--- config.mk ---
export PLATFORM = sky130hd
export DESIGN_NAME = tsli_div
export DESIGN_NICKNAME = d
export VERILOG_FILES = /design/src/rtl/tsli_pkg.sv /design/src/rtl/tsli_div.sv
export SDC_FILE = /design/constraint.sdc
export NUM_CORES = 1
export LEC_CHECK = 0
export BUFFER_PORTS_ARGS = -buffer_cell sky130_fd_sc_hd__clkbuf_2
export CORE_MARGIN = 10
export CORE_UTILIZATION = 55
export DETAILED_ROUTE_END_ITERATION = 10
export GPL_ROUTABILITY_DRIVEN = 1
export GPL_TIMING_DRIVEN = 0
export PLACE_DENSITY = 0.8
export SLEW_MARGIN = 25
export SYNTH_ARGS = -nofsm -noshare
export SYNTH_HDL_FRONTEND = slang
export SYNTH_SLANG_ARGS = --single-unit
--- constraint.sdc ---
create_clock -name clk -period 4.2 [get_ports clk]
set_input_delay 0.84 -clock clk [delete_from_list [all_inputs] [get_ports clk]]
set_output_delay 0.84 -clock clk [all_outputs]
set_load 0.05 [all_outputs]
--- src/rtl/tsli_pkg.sv ---
`default_nettype none

package tsli_pkg;

    localparam int DEPTH    = 4096;
    localparam int ADDR_W   = $clog2(DEPTH);
    localparam int CNT_W    = $clog2(DEPTH + 1);
    localparam int DATA_W   = 32;
    localparam int STATUS_W = 3;
    localparam int STEP_W   = $clog2(DATA_W);

    localparam logic MODE_APPEND = 1'b0;
    localparam logic MODE_QUERY  = 1'b1;

    localparam logic [STATUS_W-1:0] ST_VALID  = 3'd0;
    localparam logic [STATUS_W-1:0] ST_BEFORE = 3'd1;
    localparam logic [STATUS_W-1:0] ST_EMPTY  = 3'd2;
    localparam logic [STATUS_W-1:0] ST_APPEND = 3'd3;
    localparam logic [STATUS_W-1:0] ST_FULL   = 3'd4;

    typedef enum logic [2:0] {
        S_IDLE,
        S_APPEND,
        S_SCAN,
        S_MUL,
        S_DIV,
        S_RESULT
    } tsli_state_t;

endpackage

`default_nettype wire

--- src/rtl/tsli_div.sv ---
`default_nettype none

// Restoring divider, one quotient bit per cycle. The caller guarantees that the
// upper half of the dividend is below the divisor, so the quotient fits DATA_W.
module tsli_div
    import tsli_pkg::*;
(
    input  wire logic                  clk,
    input  wire logic                  rst_n,
    input  wire logic                  start,
    input  wire logic [2*DATA_W-1:0]   dividend,
    input  wire logic [DATA_W-1:0]     divisor,
    output logic                       done,
    output logic [DATA_W-1:0]          quotient
);

    logic              active_reg, active_next;
    logic              done_reg, done_next;
    logic [STEP_W-1:0] cnt_reg, cnt_next;
    logic [DATA_W-1:0] rem_reg, rem_next;
    logic [DATA_W-1:0] low_reg, low_next;
    logic [DATA_W-1:0] div_reg, div_next;
    logic [DATA_W:0]   shifted;
    logic [DATA_W:0]   diff;
    logic              take;

    always_comb
    begin
        shifted     = {rem_reg, low_reg[DATA_W-1]};
        diff        = shifted - {1'b0, div_reg};
        take        = (shifted >= {1'b0, div_reg});
        active_next = active_reg;
        done_next   = 1'b0;
        cnt_next    = cnt_reg;
        rem_next    = rem_reg;
        low_next    = low_reg;
        div_next    = div_reg;
        if (start)
        begin
            active_next = 1'b1;
            cnt_next    = STEP_W'(DATA_W - 1);
            rem_next    = dividend[2*DATA_W-1:DATA_W];
            low_next    = dividend[DATA_W-1:0];
            div_next    = divisor;
        end
        else if (active_reg)
        begin
            rem_next = take ? diff[DATA_W-1:0] : shifted[DATA_W-1:0];
            low_next = {low_reg[DATA_W-2:0], take};
            cnt_next = cnt_reg - STEP_W'(1);
            if (cnt_reg == '0)
            begin
                active_next = 1'b0;
                done_next   = 1'b1;
            end
        end
    end

    always_ff @(posedge clk or negedge rst_n)
    begin
        if (!rst_n)
        begin
            active_reg <= 1'b0;
            done_reg   <= 1'b0;
        end
        else
        begin
            active_reg <= active_next;
            done_reg   <= done_next;
        end
    end

    always_ff @(posedge clk)
    begin
        cnt_reg <= cnt_next;
        rem_reg <= rem_next;
        low_reg <= low_next;
        div_reg <= div_next;
    end

    assign done     = done_reg;
    assign quotient = low_reg;

endmodule

`default_nettype wire

Word-level counts from Yosys, hierarchy flattened
Index checks and enable logic that the tools add are counted.
- order comparisons: 1
- add/subtract/negate cells: 2
- multiplexer cells: 11
- reduce and logical (&&, ||, !) cells: 2
- operators by type and width (cell ; count):
    two-way mux 32 bit ; 5
    greater-or-equal comparator 33 x 32 -> 1 bit ; 1
    subtractor 32 bit ; 1
    two-way mux 1 bit ; 6
    zero test 5 bit ; 1
    subtractor 5 x 1 -> 5 bit, second input constant ; 1
    nonzero test 2 bit ; 1
- bits in registers: 103
- output and inout port bits: 33
- word-level logic and storage cells: 22
- input bits: 99

Logic depth before layout (Yosys ltp)
Gate-level depths: netlist of the first run.
- word-level depth: 4
- gate-level depth with buffers: 13
- depth with buffers taken out: 13

Worst setup path before layout of the first run
No wires, ideal clock.
- kind: register to register
- start point: register low_reg[31], in the netlist quotient[31]
- end point: register rem_reg[26], data pin
- path slack: 1143 ps
- data arrival time: 2793 ps
- setup time: 264 ps
- path buffers: 0
- period minus slack after synthesis: 3057 ps
- cell stages (with the launch flop): 14
- cells stage by stage: edfxtp_1 inv_1 ha_1 inv_1 fa_1 a21oi_1 o211ai_1 o211a_1 o311a_1 nor4_2 nor2_1 a311oi_1 a41o_1 a22oi_1
- longest elaborated chain between the ends: 4
- elaborated cells on any way between the ends: 5
- classes of those cells: add/sub (1); order compare (1); mux (3)
- RTL lines (item ; RTL line ; text):
    from (decl) ; tsli_div.sv:21 ; logic [DATA_W-1:0] low_reg, low_next;
    from (signal assigned) ; tsli_div.sv:77 ; low_reg <= low_next;
    subtractor 32 bit / greater-or-equal comparator 33 x 32 -> 1 bit (equally long branches) ; tsli_div.sv:30, tsli_div.sv:31 ;
    two-way mux 32 bit * ; tsli_div.sv:48 ; rem_next = take ? diff[DATA_W-1:0] : shifted[DATA_W-1:0];
    two-way mux 32 bit * ; tsli_div.sv:46 ; else if (active_reg)
    two-way mux 32 bit * ; tsli_div.sv:38 ; if (start)
    net rem_next[26] ; tsli_div.sv:20 ; logic [DATA_W-1:0] rem_reg, rem_next;
    to (signal assigned) ; tsli_div.sv:76 ; rem_reg <= rem_next;
    to (decl) ; tsli_div.sv:20 ;
The timed path passes the listed nets; every way through them passes the cells marked *. The select of a mux whose other input is x is not followed.
A chain may end at the register's enable or synchronous reset.

Worst setup path after layout of the first run
- start point: register rem_reg[3]
- end point: register rem_reg[23], data pin
- longest elaborated chain between the ends: 4
- elaborated cells on any way between the ends: 5
- classes of those cells: add/sub (1); order compare (1); mux (3)
- RTL lines (item ; RTL line):
    subtractor 32 bit / greater-or-equal comparator 33 x 32 -> 1 bit (equally long branches) ; tsli_div.sv:30, tsli_div.sv:31
    two-way mux 32 bit * ; tsli_div.sv:48
    two-way mux 32 bit * ; tsli_div.sv:46
    two-way mux 32 bit * ; tsli_div.sv:38
    net rem_next[23] ; tsli_div.sv:20
Marks and branches as above.

==> flow_summary.ini, run 1 <==
[clock_network]
clk_latency_ns = 0.40
cts_buffer_depth = 2
cts_inserted_buffers = 9
hold_buffers = 0
htreeDepth = 3
clk_pin_slew_ns = 0.10
clock-root-buffer = clkbuf_8
cts_sinks = 103
cts_resized = 0
cts_tree = yes
post-cts-setup-buffers = 0

[critical_path]
cp_common_cell = o21ai_0
crit_arrival_ns = 3.59
r2r-start = rem_reg[3]$_DFFE_PP_
path_class = reg2reg
crit_path_cell_trace = ha_1, a21oi_1, nand2_1, o21ai_0, a41oi_1, o21ai_0, o211ai_1, a21o_1, a2111oi_0, nor4_1
critical_path.max_stage_delay_ns = 0.58
endpoint_kind = flop
cp_num_buf_inv = 0
cp_slowest_cell = a2111oi_0
crit_family = compound AO/OA/AOI/OAI gates
required_ns = 4.32
crit_path_start_kind = flop
critPathMaxFanout = 5
startpoint = rem_reg[3]$_DFFE_PP_

[yosys]
synth.area.top_cells = edfxtp_1 47%, mux2_2 7.1%, ha_1 6.7%
synth_nets = 703
synth_top_cell_area_share_pct = 46.9
synth_cell_types = 65
synth_commonest_cells = 96 x edfxtp_1, 53 x nand2_1, 41 x inv_1
yosysTopAreaCell = edfxtp_1
syn_area_per_cell_um2 = 10.8
synthFlopType = edfxtp_1
async_flop_share_pct = 1.94
ys_ff_latch = 103
syn_inst = 570
yosysWarnings = 0
netlist_area_um2 = 6150
synth_edf_count = 96
yosysMostFrequentCell = edfxtp_1
ys_seq_area_share_pct = 49.3

[routing]
via_per_inst = 5.69
vias = 4879
drc = 0
firstDrtPassIters = 5
ant_nets = 0
avgRoutedWirePerCell_um = 19.4
routed_wl_um = 16700
drt_iter0_markers = 368

[die]
die_y_um = 126
rows = 38
initial_utilization_pct = 56.5
core_area_um2 = 10900
io-pin-count = 132
dieWidth_um = 126
dieArea_um2 = 15800

[sta]
drv_slew = 0
fin_crit_sh_pct = 82.7
worst-slew-pin-transition_ns = 1.03
setup_viol = 0
skew_ns = 0.0157
relSlewSlack_pct = 31.6
fmax_ghz = 0.288
fin_ws_ns = 0.727
hold_violations = 0
rsz0062_at_grt = no
period_minus_slack_ns = 3.47

[finish]
n_antenna_cell = 0
drive_gt1_share_pct = 29.1
final_nets = 846
utilization_pct = 66.2
area_growth_pct = 17.2

[global_route]
overflow = 0
grt_pass1_vias = 5243
groute.usage.overall_pct = 20.9
grt_max_degree = 50
grt_antenna_before_repair = 0
grt_pass1_wl_um = 26800

[power]
p_leak_nw = 3.18
ir_drop_mv = 0.368
power_density_nw_per_um2 = 651
total_power_w = 0.00469

[min_path]
hold_path_class = in2async

[placed_design]
portBuffers = 131
gp_congestion = 0.912
dp_hpwl_um = 12600
post-place-ws_ns = 0.511

[flow_run]
drv_cap = 0

[status]
status = finished, final reports clean
[power by group]
group / leakage, nW / switching, W / internal (W)
clock network: 0.0961 / 0.000361 / 0.000283
logic: 2.04 / 0.00152 / 0.000983
registers: 1.05 / 0.000134 / 0.00141
[routing by layer]
layer / wire (um) / vias to the layer above / share of wire [%] / track usage, %
li1: - / 2382 / - / -
met1: 7100 / 2267 / 43 / 25.0
met2: 7510 / 206 / 45 / 33.9
met3: 1730 / 24 / 10 / 8.31
met4: 330 / 0 / 2.0 / 7.03
met5: 0 / - / 0 / 0
[worst register-to-register path, stage by stage, from the launching register on]
cell and delay, ns:
edfxtp_1 0.42, ha_1 0.40, a21oi_1 0.22, nand2_1 0.12
o21ai_0 0.27, a41oi_1 0.25, o21ai_0 0.26, o211ai_1 0.27
a21o_1 0.27, a2111oi_0 0.58, nor4_1 0.15
[area by class of cell]
class,instances,area [um^2]
Fill cell,886,3680
Tap cell,140,175
Buffer,25,114
Sequential cell,103,3030
Inverter,41,154
Timing Repair Buffer,132,683
Multi-Input combinational cell,401,2850
Clock buffer,11,131
Clock inverter,5,66.3
[path summary, 6_finish.rpt]
check,depth (start not counted),to,slack (ns)
max,10,rem_reg[23]$_DFFE_PP_,0.73
min,1,done$_DFF_PN0_,0.22
max in group asynchronous,1,active_reg$_DFF_PN0_,3.88
min in group clk,2,cnt_reg[1]$_SDFFE_PP1P_,0.55
max reg2reg,10,rem_reg[23]$_DFFE_PP_,0.73
min reg2reg,2,cnt_reg[1]$_SDFFE_PP1P_,0.55
[kinds of logic after synthesis]
kind of cell | share of synthesized area (%)
flip-flops | 49.3
AND/OR/NAND/NOR | 12.1
multiplexers | 7.46
buffers and inverters | 4.35
AO/OA/AOI/OAI | 15.9
adder cells (fa/ha/maj) | 7.04
XOR/XNOR | 3.84
[cells in the final DEF (no fill, tap or decap), types with 6 or more instances in the layout]
master and n:
a21o_1 19, a21oi_1 39, a31oi_1 8, and3_1 9, buf_2 6, clkbuf_1 15
clkbuf_2 132, clkbuf_8 9, edfxtp_1 96, ha_1 33, inv_1 41, mux2_2 39
nand2_1 53, nand2b_1 7, nand3_1 11, nor2_1 37, nor3_1 12, o21a_1 6
o21ai_0 24, xnor2_1 14, xor2_1 13
[through the flow]
stage          hold slack, ns  TNS (ns)  area, um^2  std cells
6_report                0.224         0        7210        858
5_1_grt                 0.212         0        7210        858
4_1_cts                 0.211         0        7210        858
3_5_place_dp            0.517         0        7010        842
3_3_place_gp            0.479     -3.58        6980        841
2_1_floorplan           0.462         0        6150        570
(Power assumes the default switching activity.)
==> inputs of run 2 (changes only) <==
--- a/config.mk
+++ b/config.mk
@@ -5,13 +5,14 @@
 export SDC_FILE = /design/constraint.sdc
 export NUM_CORES = 1
 export LEC_CHECK = 0
+export ABC_AREA = 1
 export BUFFER_PORTS_ARGS = -buffer_cell sky130_fd_sc_hd__clkbuf_2
 export CORE_MARGIN = 10
 export CORE_UTILIZATION = 55
 export DETAILED_ROUTE_END_ITERATION = 10
 export GPL_ROUTABILITY_DRIVEN = 1
 export GPL_TIMING_DRIVEN = 0
-export PLACE_DENSITY = 0.8
+export PLACE_DENSITY = 0.79
 export SLEW_MARGIN = 25
 export SYNTH_ARGS = -nofsm -noshare
 export SYNTH_HDL_FRONTEND = slang
==> constraint.sdc (replaced) <==
create_clock -name clk -period 3.5 [get_ports clk]
set_input_delay 0.7 -clock clk [delete_from_list [all_inputs] [get_ports clk]]
set_output_delay 0.7 -clock clk [all_outputs]
set_load 0.05 [all_outputs]
==> run 2 against run 1 <==
  * Clock power up 63%
  * Via count grew 33%
  * First-iteration DRC count is 45% higher
  * Die area up 13%
  * Synthesized cell count rose by 72%
  * Hold slack worse by 0.11 ns
==> flow_summary.ini, run 2 <==
[yosys]
ys_seq_area_share_pct = 42.7
ys_ff_latch = 103
synth_commonest_cells = 431 x nand2_1, 160 x inv_1, 96 x edfxtp_1
netlist_area_um2 = 7110
synthFlopType = edfxtp_1
yosysWarnings = 0
async_flop_share_pct = 1.94
syn_area_per_cell_um2 = 7.26
synth.area.top_cells = edfxtp_1 41%, nand2_1 23%, inv_1 8.5%
syn_inst = 979
yosysTopAreaCell = edfxtp_1
synth_top_cell_area_share_pct = 40.6
synth_cell_types = 32
yosysMostFrequentCell = nand2_1
synth_nets = 1112
synth_edf_count = 96

[global_route]
overflow = 0
grt_pass1_wl_um = 33500
grt_max_degree = 42
groute.usage.overall_pct = 23.9
grt_antenna_before_repair = 0
grt_pass1_vias = 6527

[critical_path]
crit_family = buffers and inverters
cp_num_buf_inv = 6
cp_slowest_cell = clkbuf_2
critical_path.max_stage_delay_ns = 0.53
crit_path_cell_trace = clkbuf_2, clkbuf_1, inv_1, clkbuf_1, clkbuf_1, nand2_4, buf_12
crit_arrival_ns = 3.35
crit_path_start_kind = input port
cp_common_cell = clkbuf_1
endpoint_kind = flop
path_class = in2reg
required_ns = 3.60
critPathMaxFanout = 41

[placed_design]
gp_congestion = 0.992
dp_hpwl_um = 17100
post-place-ws_ns = -0.124
portBuffers = 131

[die]
dieArea_um2 = 17900
dieWidth_um = 134
initial_utilization_pct = 56.3
io-pin-count = 132
rows = 41
core_area_um2 = 12600
die_y_um = 134

[sta]
drv_slew = 0
relSlewSlack_pct = 36.3
skew_ns = 0.00868
fmax_ghz = 0.307
setup_viol = 0
fin_ws_ns = 0.246
hold_violations = 0
rsz0062_at_grt = no
whs_ns = 0.109
worst-slew-pin-transition_ns = 0.955
fin_crit_sh_pct = 93.0
period_minus_slack_ns = 3.25

[routing]
drt_iter0_markers = 535
ant_nets = 0
via_per_inst = 4.99
routed_wl_um = 21100
avgRoutedWirePerCell_um = 16.2
drc = 0
vias = 6482
firstDrtPassIters = 5

[clock_network]
clk_latency_ns = 0.36
hold_buffers = 0
cts_tree = yes
htreeDepth = 3
clock-root-buffer = clkbuf_16
cts_buffer_depth = 2
clk_pin_slew_ns = 0.07
cts_resized = 0
cts_sinks = 103
post-cts-setup-buffers = 0
cts_inserted_buffers = 9

[finish]
final_nets = 1255
area_growth_pct = 16.8
final_common_cell = nand2_1
n_antenna_cell = 0
utilization_pct = 65.8
drive_gt1_share_pct = 16.8
final_cell_mix = 430 x nand2_1, 160 x inv_1, 131 x clkbuf_2, 96 x edfxtp_1, 69 x nand3_1

[power]
p_leak_nw = 4.57
power_density_nw_per_um2 = 776
ir_drop_mv = 0.391

[status]
status = finished, final reports clean

[min_path]
hold_path_class = in2async

[flow_run]
drv_cap = 0
run 2: changes by cell type in the layout (fill, tap and decap cells not counted), moves of 13 or more:
cell	delta
nand3b_1	+25
nand2_1	+377
o21ai_0	-16
inv_1	+119
xor2_1	-13
a21oi_1	-20
nand3_1	+58
mux2_2	-39
a21o_1	-18
run 2: through the flow:
stage / total power, W / cells / cell area, um^2 / setup TNS (ns)
2_1_floorplan: 0.00444 / 979 / 7110 / 0
3_3_place_gp: 0.00532 / 1282 / 7980 / -114.68
3_5_place_dp: 0.00536 / 1283 / 8010 / -4.89
4_1_cts: 0.00641 / 1299 / 8300 / 0
5_1_grt: 0.00697 / 1299 / 8300 / 0
6_report: 0.00645 / 1299 / 8300 / 0
run 2: routing by layer:
metal / up-vias / wire (um) / GRT usage, %
met5: - / 0 / 0
li1: 3336 / - / -
met2: 222 / 9650 / 38.6
met1: 2899 / 9280 / 30.3
met3: 25 / 1690 / 6.24
met4: 0 / 427 / 8.16
run 2: path summary, 6_finish.rpt:
path,from,end,slack (ns),depth (start not counted)
setup / recovery,start,quotient[6]$_DFFE_PP_,0.25,7
hold / removal,rst_n,done$_DFF_PN0_,0.11,1
setup reg to reg,quotient[31]$_DFFE_PP_,rem_reg[28]$_DFFE_PP_,0.85,16
hold reg to reg,cnt_reg[0]$_SDFFE_PP1P_,cnt_reg[0]$_SDFFE_PP1P_,0.50,2
max in group asynchronous,rst_n,active_reg$_DFF_PN0_,3.30,1
min in group clk,cnt_reg[0]$_SDFFE_PP1P_,cnt_reg[0]$_SDFFE_PP1P_,0.50,2
run 2: final cells by class:
type                       instances  area [um^2]
clock buffer                      10          229
multi-input combinational        688         3330
clock inverter                     6         68.8
tap                              172          215
sequential                       103         3030
inverter                         164          616
fill                            1157         4320
buffer                            24          136
timing repair buffer             132          676
run 2: report_power, final:
| group | switching (W) | internal [W] |
|---|---|---|
| clock network | 0.000487 | 0.000562 |
| logic | 0.00235 | 0.00124 |
| registers | 0.000133 | 0.00167 |
run 2: cells by family (layout without fill, tap and decap cells):
group	Yosys count	in the layout	synth area share (%)
buffers and inverters	188	336	10.6
xor gates and xnor gates	14	14	1.73
DFF	103	103	42.7
AOI/OAI and AO/OA	30	30	2.22
and+or+nand+nor	610	610	36.7
adders and majority gates	34	34	6.09
==> inputs of run 3 (changes only) <==
--- a/config.mk
+++ b/config.mk
@@ -7,7 +7,7 @@
 export LEC_CHECK = 0
 export ABC_AREA = 1
 export BUFFER_PORTS_ARGS = -buffer_cell sky130_fd_sc_hd__clkbuf_2
-export CORE_MARGIN = 10
+export CORE_MARGIN = 1
 export CORE_UTILIZATION = 55
 export DETAILED_ROUTE_END_ITERATION = 10
 export GPL_ROUTABILITY_DRIVEN = 1
==> run 3 against run 2 <==
  * Hold slack improved by 0.0027 ns
  * Clock skew increased by 0.0050 ns
  * Die area decreased by 25%
  * Clock power decreased by 9%
  * Sequential power about the same
  * First-iteration DRC count decreased by 19%
==> flow_summary.ini, run 3 (synthesis gave the netlist of run 2 again) <==
[routing]
drc = 0
vias = 6496
avgRoutedWirePerCell_um = 15.1
firstDrtPassIters = 7
highest_layer = met4
via_per_inst = 5.00
ant_nets = 0
wl_met1_um = 8700
drt_iter0_markers = 433
routed-wl-met3_um = 1460
routed_wl_um = 19600
dr_wl_met2_um = 9150

[power]
ir_drop_mv = 0.495
power_density_nw_per_um2 = 768
p_leak_nw = 4.56
combPwrFrac_pct = 56.3
p_int_w = 0.00340
p_sw_w = 0.00295
seqPwrFrac_pct = 28.6
total_power_w = 0.00635
p_sw_share_pct = 46.5
clockPowerShare_pct = 15.1

[clock_network]
hold_buffers = 0
htreeDepth = 3
cts_buffer_depth = 2
cts_inserted_buffers = 9
post-cts-setup-buffers = 0
clk_latency_ns = 0.36
clock-root-buffer = clkbuf_16
cts_tree = yes
cts_sinks = 103
clk_pin_slew_ns = 0.07
cts_resized = 0

[finish]
final_cells = 1299
n_antenna_cell = 0
final_common_cell = nand2_1
final_nets = 1255
final_cell_mix = 430 x nand2_1, 160 x inv_1, 130 x clkbuf_2, 96 x edfxtp_1, 69 x nand3_1
area_growth_pct = 16.5
drive_gt1_share_pct = 16.7
utilization_pct = 65.6

[die]
die_y_um = 116
io-pin-count = 132
dieArea_um2 = 13400
rows = 41
dieWidth_um = 116
initial_utilization_pct = 56.3
core_area_um2 = 12600

[critical_path]
path_class = in2reg
critical_path.max_stage_delay_ns = 0.66
rr_worst_depth = 14
regToRegEndpoint = rem_reg[30]$_DFFE_PP_
required_ns = 3.55
cp_common_cell = clkbuf_1
cp_num_buf_inv = 6
crit_arrival_ns = 3.19
critPathMaxFanout = 38
reg2reg_slack_ns = 0.88
endpoint_kind = flop
crit_family = buffers and inverters
crit_path_cell_trace = buf_2, clkbuf_1, inv_1, clkbuf_1, clkbuf_1, nand2_4, buf_12
cp_slowest_cell = buf_2
crit_path_start_kind = input port
r2r-start = quotient[31]$_DFFE_PP_

[flow_run]
drv_cap = 0

[placed_design]
place_inst = 1283
portBuffers = 131
post-place-ws_ns = -0.184
dp_hpwl_um = 15300
gp_congestion = 0.953

[global_route]
grt_pass1_vias = 6038
grt_max_degree = 39
overflow = 0
groute.usage.overall_pct = 30.7
grt_pass1_wl_um = 30200
grt_antenna_before_repair = 0

[sta]
setup_viol = 0
relSlewSlack_pct = 41.7
hold_violations = 0
fin_crit_sh_pct = 89.8
period_minus_slack_ns = 3.14
fin_ws_ns = 0.356
rsz0062_at_grt = no
drv_slew = 0
worst-slew-pin-transition_ns = 0.874
fin_tns_setup_ns = 0
skew_ns = 0.0137
fmax_ghz = 0.318

[status]
status = finished, final reports clean

[min_path]
hold_path_class = in2async
==> run 3: layer usage <==
metal,global-route usage (%),vias up
met5,0,-
met4,6.58,0
met3,6.43,20
met2,51.5,238
met1,40.9,2897
li1,-,3341
==> run 3: worst reg2reg max path: stages, from the launching register on <==
cell      delay (ns)
edfxtp_1        0.39
inv_1           0.09
ha_1            0.14
inv_1           0.09
fa_1            0.47
nand2_1         0.11
nand3_1         0.19
nand2_1         0.12
nand3_1         0.23
nand2_1         0.17
nand2_1         0.06
nand2_1         0.06
nand3_1         0.08
nand2_1         0.10
nand2_1         0.06
==> run 3: cell type report <==
| type | instances | area [um^2] |
|---|---|---|
| Sequential cell | 103 | 3030 |
| Timing Repair Buffer | 132 | 676 |
| Clock inverter | 7 | 46.3 |
| Clock buffer | 9 | 225 |
| Buffer | 24 | 136 |
| Multi-Input combinational cell | 688 | 3330 |
| Fill cell | 1128 | 4340 |
| Inverter | 164 | 616 |
| Tap cell | 172 | 215 |
==> run 3: power by group through the flow <==
stage,Combinational (W),Clock [W],Sequential [W]
2_1_floorplan,0.00251,0,0.00193
3_3_place_gp,0.00348,0,0.00183
3_5_place_dp,0.00352,0,0.00183
4_1_cts,0.00355,0.000963,0.00181
5_1_grt,0.00400,0.00102,0.00185
6_report,0.00358,0.000960,0.00181
==> run 3: metrics by stage <==
stage	cell area [um^2]	hold WS, ns
2_1_floorplan	7110	0.404
3_3_place_gp	7980	0.479
5_1_grt	8280	0.105
6_report	8280	0.112
4_1_cts	8280	0.109
3_5_place_dp	8010	0.486
==> run 3: worst max-delay path by stage <==
| stage | from | to | slack (ns) | cells after the start |
|---|---|---|---|---|
| after CTS | start | rem_reg[24]$_DFFE_PP_ | 0.20 | 7 |
| after detailed placement | start | rem_reg[24]$_DFFE_PP_ | -0.18 | 7 |
| after global placement | start | rem_reg[24]$_DFFE_PP_ | -1.70 | 6 |
| after floorplan | start | quotient[0]$_DFFE_PP_ | 0.21 | 5 |
| after global routing | start | rem_reg[31]$_DFFE_PP_ | 0.13 | 7 |
| final | start | rem_reg[24]$_DFFE_PP_ | 0.36 | 7 |
